<file path="src/design/pad_pkg.sv">
// ----------------------------------------------------------------------------
// pad_pkg
// Shared types and constants for the pot axis dead-band normalizer.
// ----------------------------------------------------------------------------
package pad_pkg;

  localparam int unsigned SMP_W   = 12;  // raw conversion value
  localparam int unsigned POS_W   = 16;  // Q1.15 position
  localparam int unsigned MV_W    = 13;  // millivolts
  localparam int unsigned CNT_W   = 16;  // calibration counter / length
  localparam int unsigned FRAC_W  = 15;  // fraction bits of the position
  localparam int unsigned CIDX_W  = 3;   // register index
  localparam int unsigned CDATA_W = 16;  // register write data

  localparam logic [CNT_W-1:0] RUN_MIN_RST   = 16'hFFFF;
  localparam logic [CNT_W-1:0] CALIB_LEN_RST = 16'd10000;

  // register indexes on the configuration port
  typedef enum logic [CIDX_W-1:0] {
    REG_CONV_MIN  = 3'd0,
    REG_CONV_MAX  = 3'd1,
    REG_REF_MV    = 3'd2,
    REG_BAND_LOW  = 3'd3,
    REG_BAND_HIGH = 3'd4,
    REG_CALIB_LEN = 3'd5
  } pad_reg_e;

  // input beat
  typedef struct packed {
    logic             kind;
    logic [SMP_W-1:0] sample;
  } pad_in_t;

  // result beat
  typedef struct packed {
    logic signed [POS_W-1:0] position;
    logic [MV_W-1:0]         voltage_mv;
    logic                    band_latched;
    logic                    div_error;
  } pad_out_t;

  // learned band status from the calibration tracker
  typedef struct packed {
    logic             use_learned;
    logic [SMP_W-1:0] low;
    logic [SMP_W-1:0] high;
  } pad_band_t;

endpackage

</file>
<file path="src/design/pad_divser.sv">
// ----------------------------------------------------------------------------
// pad_divser
// Bit-serial restoring divider, one quotient bit per cycle.
// The start remainder must be below the divisor; numerator low bits shift in.
// ----------------------------------------------------------------------------
module pad_divser #(
  parameter int unsigned DW = 12,
  parameter int unsigned QW = 15
) (
  input  logic          clk_i,
  input  logic          rst_ni,
  input  logic          start_i,
  input  logic [DW-1:0] rem_i,
  input  logic [QW-1:0] num_i,
  input  logic [DW-1:0] div_i,
  output logic          busy_o,
  output logic [QW-1:0] quot_o
);

  localparam int unsigned CW = $clog2(QW + 1);

  logic [DW-1:0] rem_q, rem_d;
  logic [QW-1:0] sh_q, sh_d;
  logic [DW-1:0] div_q;
  logic [CW-1:0] cnt_q;
  logic [DW:0]   trial;
  logic [DW:0]   diff;
  logic          ge;

  // one restoring step: shift in the next numerator bit, try a subtract
  always_comb begin
    trial = {rem_q, sh_q[QW-1]};
    diff  = trial - {1'b0, div_q};
    ge    = (trial >= {1'b0, div_q});
    rem_d = ge ? diff[DW-1:0] : trial[DW-1:0];
    sh_d  = {sh_q[QW-2:0], ge};
  end

  // step counter
  always_ff @(posedge clk_i or negedge rst_ni) begin
    if (!rst_ni) begin
      cnt_q <= '0;
    end else if (start_i && cnt_q == '0) begin
      cnt_q <= CW'(QW);
    end else if (cnt_q != '0) begin
      cnt_q <= cnt_q - CW'(1);
    end
  end

  // datapath shift registers
  always_ff @(posedge clk_i) begin
    if (start_i && cnt_q == '0) begin
      rem_q <= rem_i;
      sh_q  <= num_i;
      div_q <= div_i;
    end else if (cnt_q != '0) begin
      rem_q <= rem_d;
      sh_q  <= sh_d;
    end
  end

  assign busy_o = (cnt_q != '0);
  assign quot_o = sh_q;

  // a start while free always launches a run
  a_start_runs: assert property (@(posedge clk_i) disable iff (!rst_ni)
    (start_i && !busy_o) |=> busy_o)
    else $error("divider did not start");

  // the run ends after the last step
  a_last_step: assert property (@(posedge clk_i) disable iff (!rst_ni)
    (cnt_q == CW'(1)) |=> !busy_o)
    else $error("divider ran past its last step");

  // a run only begins on a start request
  a_rise_start: assert property (@(posedge clk_i) disable iff (!rst_ni)
    $rose(busy_o) |-> $past(start_i))
    else $error("divider started on its own");

endmodule

</file>
<file path="src/design/pad_calib.sv">
// ----------------------------------------------------------------------------
// pad_calib
// Calibration tracker: running min and max of calibration samples, and the
// learned dead band latched once the sample count reaches the set length.
// ----------------------------------------------------------------------------
module pad_calib
  import pad_pkg::*;
(
  input  logic             clk_i,
  input  logic             rst_ni,
  input  logic             strobe_i,
  input  logic [SMP_W-1:0] sample_i,
  input  logic [CNT_W-1:0] calib_len_i,
  input  logic             clear_i,
  output pad_band_t        band_o,
  output logic             latch_o
);

  logic [SMP_W-1:0] run_max_q;
  logic [CNT_W-1:0] run_min_q;
  logic [CNT_W-1:0] cnt_q;
  logic [CNT_W-1:0] cnt_inc;
  logic [SMP_W-1:0] max_upd;
  logic [CNT_W-1:0] min_upd;
  logic [SMP_W-1:0] low_q, high_q;
  logic             use_q;

  // running extremes including this sample
  always_comb begin
    cnt_inc = cnt_q + CNT_W'(1);
    max_upd = (sample_i > run_max_q) ? sample_i : run_max_q;
    min_upd = ({4'd0, sample_i} < run_min_q) ? {4'd0, sample_i} : run_min_q;
    latch_o = strobe_i && (cnt_inc >= calib_len_i);
  end

  // tracker state
  always_ff @(posedge clk_i or negedge rst_ni) begin
    if (!rst_ni) begin
      run_max_q <= '0;
      run_min_q <= RUN_MIN_RST;
      cnt_q     <= '0;
      use_q     <= 1'b0;
    end else if (latch_o) begin
      run_max_q <= '0;
      run_min_q <= RUN_MIN_RST;
      cnt_q     <= '0;
      use_q     <= 1'b1;
    end else begin
      if (strobe_i) begin
        run_max_q <= max_upd;
        run_min_q <= min_upd;
        cnt_q     <= cnt_inc;
      end
      if (clear_i) begin
        use_q <= 1'b0;
      end
    end
  end

  // learned band, no reset: only read once use_q is set
  always_ff @(posedge clk_i) begin
    if (latch_o) begin
      low_q  <= min_upd[SMP_W-1:0];
      high_q <= max_upd;
    end
  end

  assign band_o = '{use_learned: use_q, low: low_q, high: high_q};

  // an empty count means no sample has been folded in
  a_empty_run: assert property (@(posedge clk_i) disable iff (!rst_ni)
    (cnt_q == '0) |-> (run_max_q == '0 && run_min_q == RUN_MIN_RST))
    else $error("running extremes not reset with counter");

  // a latch switches to the learned band
  a_latch_use: assert property (@(posedge clk_i) disable iff (!rst_ni)
    latch_o |=> use_q)
    else $error("latch did not select learned band");

  // a band write goes back to the configured band
  a_clear_use: assert property (@(posedge clk_i) disable iff (!rst_ni)
    (clear_i && !latch_o) |=> !use_q)
    else $error("band write did not drop learned band");

endmodule

</file>
<file path="src/design/pot_axis_deadband_normalizer.sv">
// ----------------------------------------------------------------------------
// pot_axis_deadband_normalizer
// Potentiometer axis normalizer with center dead band and calibration.
// ----------------------------------------------------------------------------
// Usage:
//   in channel  : in_valid_i / in_stall_o, beat carries kind and sample.
//   out channel : out_valid_o / out_stall_i, one result beat per input beat.
//   cfg channel : cfg_valid_i / cfg_ready_o with register index and data;
//                 write registers only while the block is idle.
// Sequencing:
//   a measure beat runs through setup, multiply, start and divide states; both
//   quotients come from bit-serial dividers (15 steps for position, 13 for
//   voltage) behind the setup state and a registered 12x13 product.
//   a calibration beat goes from accept straight to the finish state.
//   one beat is in work at a time; the next beat is taken the cycle after
//   the result is written to the output register.
// Stall:
//   a stalled result holds in the output register while the next beat is
//   taken and worked; that beat waits to finish until the register frees.
// Reset:
//   registers go to their documented defaults, calibration restarts and the
//   configured band is in force.
// ----------------------------------------------------------------------------
module pot_axis_deadband_normalizer
  import pad_pkg::*;
#(
  parameter int unsigned SAMPLE_BITS = 12
) (
  input  logic               clk_i,
  input  logic               rst_ni,
  input  logic               in_valid_i,
  output logic               in_stall_o,
  input  pad_in_t            in_data_i,
  output logic               out_valid_o,
  input  logic               out_stall_i,
  output pad_out_t           out_data_o,
  input  logic               cfg_valid_i,
  output logic               cfg_ready_o,
  input  logic [CIDX_W-1:0]  cfg_index_i,
  input  logic [CDATA_W-1:0] cfg_data_i
);

  localparam int unsigned PROD_W = SMP_W + MV_W;

  typedef enum logic [2:0] {
    S_IDLE,
    S_SETUP,
    S_MUL,
    S_START,
    S_DIV,
    S_FINISH
  } state_e;

  typedef enum logic [2:0] {
    POS_ZERO,
    POS_SAT_HI,
    POS_SAT_LO,
    POS_QUOT_UP,
    POS_QUOT_DN
  } pos_mode_e;

  // configuration registers
  logic [SMP_W-1:0] conv_min_q, conv_max_q;
  logic [MV_W-1:0]  ref_mv_q;
  logic [SMP_W-1:0] band_low_q, band_high_q;
  logic [CNT_W-1:0] calib_len_q;

  state_e           state_q;
  logic             kind_q;
  logic [SMP_W-1:0] smp_q;
  logic             latched_q;
  logic             err_q;
  pos_mode_e        pos_mode_q;
  logic [SMP_W-1:0] pr_rem_q, pr_div_q;
  logic [SMP_W-1:0] a_q;
  logic [SMP_W-1:0] span_q;
  logic             volt_ok_q;
  logic [PROD_W-1:0] prod_q;
  pad_out_t         out_q;
  logic             out_valid_q;

  logic             in_accept;
  logic             cfg_we;
  logic             band_clear;
  logic [SMP_W-1:0] smp_masked;
  pad_band_t        band;
  logic             calib_latch;
  logic             div_start;
  logic             pos_busy, mv_busy;
  logic [FRAC_W-1:0] pos_quot;
  logic [MV_W-1:0]  mv_quot;

  // setup-cycle decisions
  logic [SMP_W-1:0] lo, hi;
  logic [SMP_W-1:0] n_up, d_up, n_dn, d_dn;
  logic [SMP_W-1:0] clamped;
  pos_mode_e        mode_d;
  logic             err_d;
  logic [SMP_W-1:0] rem_d, dvs_d;
  pad_out_t         res_d;
  logic signed [POS_W-1:0] q_pos;

  assign in_accept  = in_valid_i && !in_stall_o;
  assign in_stall_o = (state_q != S_IDLE);
  assign cfg_ready_o = 1'b1;
  assign cfg_we     = cfg_valid_i && cfg_ready_o;
  assign band_clear = cfg_we && (cfg_index_i == REG_BAND_LOW ||
                                 cfg_index_i == REG_BAND_HIGH);
  assign div_start  = (state_q == S_START);

  // keep only the converter's resolution
  always_comb begin
    for (int i = 0; i < SMP_W; i++) begin
      smp_masked[i] = in_data_i.sample[i] && (i < SAMPLE_BITS);
    end
  end

  // configuration writes
  always_ff @(posedge clk_i or negedge rst_ni) begin
    if (!rst_ni) begin
      conv_min_q  <= '0;
      conv_max_q  <= 12'd4095;
      ref_mv_q    <= 13'd3300;
      band_low_q  <= 12'd2048;
      band_high_q <= 12'd2048;
      calib_len_q <= CALIB_LEN_RST;
    end else if (cfg_we) begin
      case (cfg_index_i)
        REG_CONV_MIN:  conv_min_q  <= cfg_data_i[SMP_W-1:0];
        REG_CONV_MAX:  conv_max_q  <= cfg_data_i[SMP_W-1:0];
        REG_REF_MV:    ref_mv_q    <= cfg_data_i[MV_W-1:0];
        REG_BAND_LOW:  band_low_q  <= cfg_data_i[SMP_W-1:0];
        REG_BAND_HIGH: band_high_q <= cfg_data_i[SMP_W-1:0];
        REG_CALIB_LEN: calib_len_q <= cfg_data_i[CNT_W-1:0];
        default: ;
      endcase
    end
  end

  pad_calib u_calib (
    .clk_i       (clk_i),
    .rst_ni      (rst_ni),
    .strobe_i    (in_accept && in_data_i.kind),
    .sample_i    (smp_masked),
    .calib_len_i (calib_len_q),
    .clear_i     (band_clear),
    .band_o      (band),
    .latch_o     (calib_latch)
  );

  // band edges and position case selection
  always_comb begin
    lo      = band.use_learned ? band.low  : band_low_q;
    hi      = band.use_learned ? band.high : band_high_q;
    n_up    = smp_q - hi;
    d_up    = conv_max_q - hi;
    n_dn    = lo - smp_q;
    d_dn    = lo - conv_min_q;
    mode_d  = POS_ZERO;
    err_d   = 1'b0;
    rem_d   = n_up;
    dvs_d   = d_up;
    if (smp_q >= hi) begin
      if (conv_max_q <= hi) begin
        err_d  = (conv_max_q == hi);
        mode_d = (smp_q == hi) ? POS_ZERO : POS_SAT_HI;
      end else if (n_up >= d_up) begin
        mode_d = POS_SAT_HI;
      end else begin
        mode_d = POS_QUOT_UP;
      end
    end else if (smp_q < lo) begin
      rem_d = n_dn;
      dvs_d = d_dn;
      if (lo <= conv_min_q) begin
        err_d  = (lo == conv_min_q);
        mode_d = POS_SAT_LO;
      end else if (n_dn >= d_dn) begin
        mode_d = POS_SAT_LO;
      end else begin
        mode_d = POS_QUOT_DN;
      end
    end
    if (smp_q < conv_min_q) begin
      clamped = conv_min_q;
    end else if (smp_q > conv_max_q) begin
      clamped = conv_max_q;
    end else begin
      clamped = smp_q;
    end
  end

  pad_divser #(.DW(SMP_W), .QW(FRAC_W)) u_pos_div (
    .clk_i   (clk_i),
    .rst_ni  (rst_ni),
    .start_i (div_start),
    .rem_i   (pr_rem_q),
    .num_i   ('0),
    .div_i   (pr_div_q),
    .busy_o  (pos_busy),
    .quot_o  (pos_quot)
  );

  pad_divser #(.DW(SMP_W), .QW(MV_W)) u_mv_div (
    .clk_i   (clk_i),
    .rst_ni  (rst_ni),
    .start_i (div_start),
    .rem_i   (prod_q[PROD_W-1:MV_W]),
    .num_i   (prod_q[MV_W-1:0]),
    .div_i   (span_q),
    .busy_o  (mv_busy),
    .quot_o  (mv_quot)
  );

  // result beat assembly
  always_comb begin
    q_pos = $signed({1'b0, pos_quot});
    res_d = '0;
    res_d.band_latched = latched_q;
    if (!kind_q) begin
      res_d.div_error  = err_q;
      res_d.voltage_mv = volt_ok_q ? mv_quot : '0;
      case (pos_mode_q)
        POS_ZERO:    res_d.position = '0;
        POS_SAT_HI:  res_d.position = 16'sh7FFF;
        POS_SAT_LO:  res_d.position = 16'sh8000;
        POS_QUOT_UP: res_d.position = q_pos;
        POS_QUOT_DN: res_d.position = -q_pos;
        default:     res_d.position = '0;
      endcase
    end
  end

  // sequencer and output register
  always_ff @(posedge clk_i or negedge rst_ni) begin
    if (!rst_ni) begin
      state_q     <= S_IDLE;
      out_valid_q <= 1'b0;
      out_q       <= '0;
    end else begin
      if (out_valid_q && !out_stall_i && state_q != S_FINISH) begin
        out_valid_q <= 1'b0;
      end
      case (state_q)
        S_IDLE: begin
          if (in_accept) begin
            state_q <= in_data_i.kind ? S_FINISH : S_SETUP;
          end
        end
        S_SETUP:  state_q <= S_MUL;
        S_MUL:    state_q <= S_START;
        S_START:  state_q <= S_DIV;
        S_DIV: begin
          if (!pos_busy && !mv_busy) begin
            state_q <= S_FINISH;
          end
        end
        S_FINISH: begin
          if (!out_valid_q || !out_stall_i) begin
            out_valid_q <= 1'b1;
            out_q       <= res_d;
            state_q     <= S_IDLE;
          end
        end
        default: state_q <= S_IDLE;
      endcase
    end
  end

  // item payload registers
  always_ff @(posedge clk_i) begin
    if (in_accept) begin
      kind_q    <= in_data_i.kind;
      smp_q     <= smp_masked;
      latched_q <= calib_latch;
    end
    if (state_q == S_SETUP) begin
      pos_mode_q <= mode_d;
      pr_rem_q   <= rem_d;
      pr_div_q   <= dvs_d;
      a_q        <= clamped - conv_min_q;
      span_q     <= conv_max_q - conv_min_q;
      volt_ok_q  <= (conv_max_q > conv_min_q);
      err_q      <= err_d || (conv_max_q == conv_min_q);
    end
    if (state_q == S_MUL) begin
      prod_q <= PROD_W'(a_q) * PROD_W'(ref_mv_q);
    end
  end

  assign out_valid_o = out_valid_q;
  assign out_data_o  = out_q;

  // dividers are never running while a new beat can come in
  a_idle_quiet: assert property (@(posedge clk_i) disable iff (!rst_ni)
    (state_q == S_IDLE) |-> (!pos_busy && !mv_busy))
    else $error("divider busy in idle");

  // a result that latched the band carries no position and no divide error
  a_calib_res: assert property (@(posedge clk_i) disable iff (!rst_ni)
    (out_valid_o && out_data_o.band_latched) |->
      (out_data_o.position == '0 && out_data_o.div_error == 1'b0))
    else $error("calibration result carries measurement data");

  // an accepted beat leaves idle at once
  a_leave_idle: assert property (@(posedge clk_i) disable iff (!rst_ni)
    in_accept |=> (state_q == S_SETUP || state_q == S_FINISH))
    else $error("accepted beat did not start");

  // finishing only loads a free or draining output register
  a_no_overrun: assert property (@(posedge clk_i) disable iff (!rst_ni)
    (state_q == S_FINISH && out_valid_q && out_stall_i) |=> $stable(out_q))
    else $error("result overwritten while stalled");

endmodule

</file>
<file path="config.mk">
export PLATFORM = sky130hd
export DESIGN_NAME = pot_axis_deadband_normalizer
export DESIGN_NICKNAME = d
export VERILOG_FILES = /design/src/design/pad_pkg.sv /design/src/design/pad_divser.sv /design/src/design/pad_calib.sv /design/src/design/pot_axis_deadband_normalizer.sv
export SDC_FILE = /design/constraint.sdc
export NUM_CORES = 1
export LEC_CHECK = 0
export ABC_AREA = 1
export BUFFER_PORTS_ARGS = -buffer_cell sky130_fd_sc_hd__buf_2
export CORE_ASPECT_RATIO = 1.1
export CORE_MARGIN = 4
export CORE_UTILIZATION = 58
export CTS_BUF_LIST = sky130_fd_sc_hd__clkbuf_8 sky130_fd_sc_hd__clkbuf_16
export DETAILED_ROUTE_END_ITERATION = 8
export GPL_TIMING_DRIVEN = 1
export PLACE_DENSITY = 0.81
export SLEW_MARGIN = 20
export SYNTH_ARGS = -nofsm -noshare
export SYNTH_HDL_FRONTEND = slang
export SYNTH_HIERARCHICAL = 1
export SYNTH_SLANG_ARGS = --single-unit
</file>
<file path="constraint.sdc">
create_clock -name clk_i -period 5.21 [get_ports clk_i]
set_input_delay 0 -clock clk_i [delete_from_list [all_inputs] [get_ports clk_i]]
set_output_delay 0 -clock clk_i [all_outputs]
set_load 0.01 [all_outputs]
</file>
==> impl_metrics.tcl <==
set metrics [dict create \
    synthCells 3357 \
    yosys_warnings 6 \
    cts_tree "built" \
    dpl.hpwl_microns 50200 \
    final_common_cell "nand2_1" \
    cts_buffers 39 \
    ant_nets 0 \
    grt_util_met3_pct 2.99 \
    slowest_delay_ps 550 \
    reg2reg_from "ref_mv_q[4]" \
    fmax_mhz 200 \
    hold_ws_ps 50.4 \
    multi_input_area_sq_mm 0.0148 \
    outcome "finished, final reports clean" \
    slew_headroom_pct 33.5 \
    crit_chain "nand2_1 -> inv_1 -> fa_1 -> inv_1 -> fa_1 -> inv_1 -> fa_1 -> fa_1 -> inv_1 -> fa_1 -> inv_1 -> ha_1 -> a21oi_1 -> o21ai_0 -> nand2_1 -> nand2_1 -> a21oi_1 -> o21bai_1 -> xor2_1" \
    htree_levels 2 \
    grt_usage_pct 26.1 \
    initial_utilization_pct 58.7 \
    drt_iter0_drc 1748 \
    clock-sinks 354 \
    rsz0062_at_grt "false" \
    synth.distinct_cells 55 \
    synth_seq_cells 354 \
    drc 0 \
    ys.flop_type "edfxtp_1" \
    r2r_cells 19 \
    viasPerCell 5.46 \
    root_buffer "clkbuf_16" \
    hold_viol_final 0 \
    clk_pin_slew_worst_paths_ps 60 \
    clock-skew-final_ps 20.6 \
    finalSetupTns_ps 0 \
    final_layout_size_suffix_gt1_share_pct 7.63 \
    antenna_found_initial 0 \
    top_usage_layer "met2" \
    grt_pass1_vias 21700 \
    synthesis.area_sq_mm 0.0274 \
    final-setup-viol-count 0 \
    clock_path_buffers 3 \
    core_area_sq_mm 0.0466 \
    wl_microns 66000 \
    crit_path_start_kind "flop" \
    cp.arrival_ps 5300 \
    slew_viol_final 0 \
    fp.dieW_microns 215 \
    synth_edf_count 192 \
    n_fill_cell 3852 \
    clk_latency_ps 560 \
    port_buffers 69 \
    grt_max_degree 86 \
    endpoint_kind "flop" \
    ff2ff_setup_slack_ps 210 \
    routedWlPerCell_microns 16.2 \
    dr.pass1.iters 6 \
    die_height_microns 236 \
    crit_fanout 13 \
    hp-class "input port to async pin" \
    use_met2_pct 43.6 \
    diodes 0 \
    crit_slowest_cell "dfrtp_1" \
    fin_crit_sh_pct 95.9 \
    worstPathRequired_ps 5520 \
    syn_to_final_growth_pct 9.32 \
    vias 22300 \
    mostFrequentLayoutCells "nand2_1 (960), inv_1 (609), ha_1 (249)" \
    dieArea_sq_mm 0.0507 \
    min_period_ps 5000 \
    worstReg2RegEnd "prod_q[20]" \
    path_class "flop to flop" \
    fin_nets 3861 \
    grt_pass1_wl_microns 109000 \
    worst_pin_slew_ps 996 \
    met1_usage_pct 35.0 \
    fp-row-count 83 \
    gp_congestion 0.938 \
    ios 71 \
    avgSynthCellArea_sq_um 8.15 \
    ys_async_sr_fraction_pct 45.8 \
    cap_violations 0 \
    yosysSeqAreaShare_pct 36.1 \
    overflow 0 \
    ff_latch_area_sq_mm 0.00987 \
]
## layout make-up
cell class                 count  share of cell area, %
clock buffer                  45                   3.65
clock inverter                26                  0.502
inverter                     612                   7.68
multi-input combinational   2317                   49.6
sequential                   354                   33.0
tap                          595                   2.49
timing repair buffer         133                   3.09
## cell families after synthesis
kind of cell / share of synthesized area [%]
other: 0.0275
adders and majority gates: 20.0
and+or+nand+nor: 21.1
muxes: 1.09
xor gates and xnor gates: 3.20
AOI/OAI and AO/OA: 8.49
DFF: 36.1
buffers and inverters: 10.0
## through the flow
| step | setup slack [ps] | area (sq um) | cells | util [%] |
|---|---|---|---|---|
| after CTS | 74.6 | 29800 | 4066 | 63.8 |
| after floorplan | 328 | 27400 | 3371 | - |
| after global routing | 11.2 | 29900 | 4082 | 64.1 |
| after detailed placement | 84.2 | 28200 | 3963 | 60.5 |
| final | 213 | 29900 | 4082 | 64.1 |
| after global placement | 173 | 28200 | 3963 | 60.5 |
## cell usage after synthesis, types with 6 or more instances
cell,number,share of area [%]
nand3b_1,9,0.25
o22ai_1,10,0.23
ha_1,249,11
o21bai_1,8,0.22
clkbuf_1,53,0.73
buf_6,7,0.29
o211ai_1,20,0.55
buf_2,19,0.35
nor2_1,143,2.0
a21oi_1,135,2.5
a21o_1,12,0.33
inv_1,601,8.2
a31oi_1,6,0.14
nand2_2,7,0.16
nand2_1,960,13
nand4_1,58,1.3
dfrtp_1,124,11
nand3_2,10,0.37
nor2_2,6,0.14
mux2_2,15,0.62
inv_2,8,0.11
dfstp_2,38,3.6
o21ai_1,13,0.24
nand3_1,137,2.5
fa_1,118,8.6
xnor2_1,32,1.0
edfxtp_1,192,21
o21ai_0,198,3.6
xor2_1,68,2.2
nor3_1,35,0.64
mux2i_1,13,0.48
## worst max-delay path, delay by kind of cell (launching register included)
kind                       cells  cell delay (ps)
AOI/OAI and AO/OA              4              720
xor gates and xnor gates       1              140
adders and majority gates      6             2790
buffers and inverters          5              270
DFF                            1              550
and+or+nand+nor                3              270
## worst max-delay path by stage
| stage | from | to | slack [ps] | cells past startpoint |
|---|---|---|---|---|
| floorplan | ref_mv_q[7] | prod_q[17] | 330 | 17 |
| global placement | a_q[7] | prod_q[15] | 170 | 18 |
| detailed placement | a_q[7] | prod_q[17] | 80 | 18 |
| CTS | a_q[7] | prod_q[17] | 70 | 18 |
| global route | ref_mv_q[4] | prod_q[20] | 10 | 19 |
| finish | ref_mv_q[4] | prod_q[20] | 210 | 19 |
## per-layer routing
layer | share of wire, % | routed length, microns
met5 | 0 | 0
met3 | 6.1 | 4030
met1 | 43 | 28100
met2 | 47 | 31200
met4 | 4.0 | 2660
## registers in the layout, summed over array words and instances (netlist names), 13 cells and up
signal / flops
prod_q: 25
u_mv_div/quot_o: 13
out_data_o: 31
u_calib/cnt_q: 16
u_calib/run_min_q: 13
ref_mv_q: 13
u_pos_div/quot_o: 15
calib_len_q: 16
## timing repair
action	CTS	global route
hold buffers	32	0
endpoints found under the setup margin	0	7
endpoints found under the hold margin	220	0
gates resized for setup	0	6
setup buffers	0	16
Power is not shown: default switching activity piles up to over one toggle a cycle in this logic, so the estimate is an artifact.
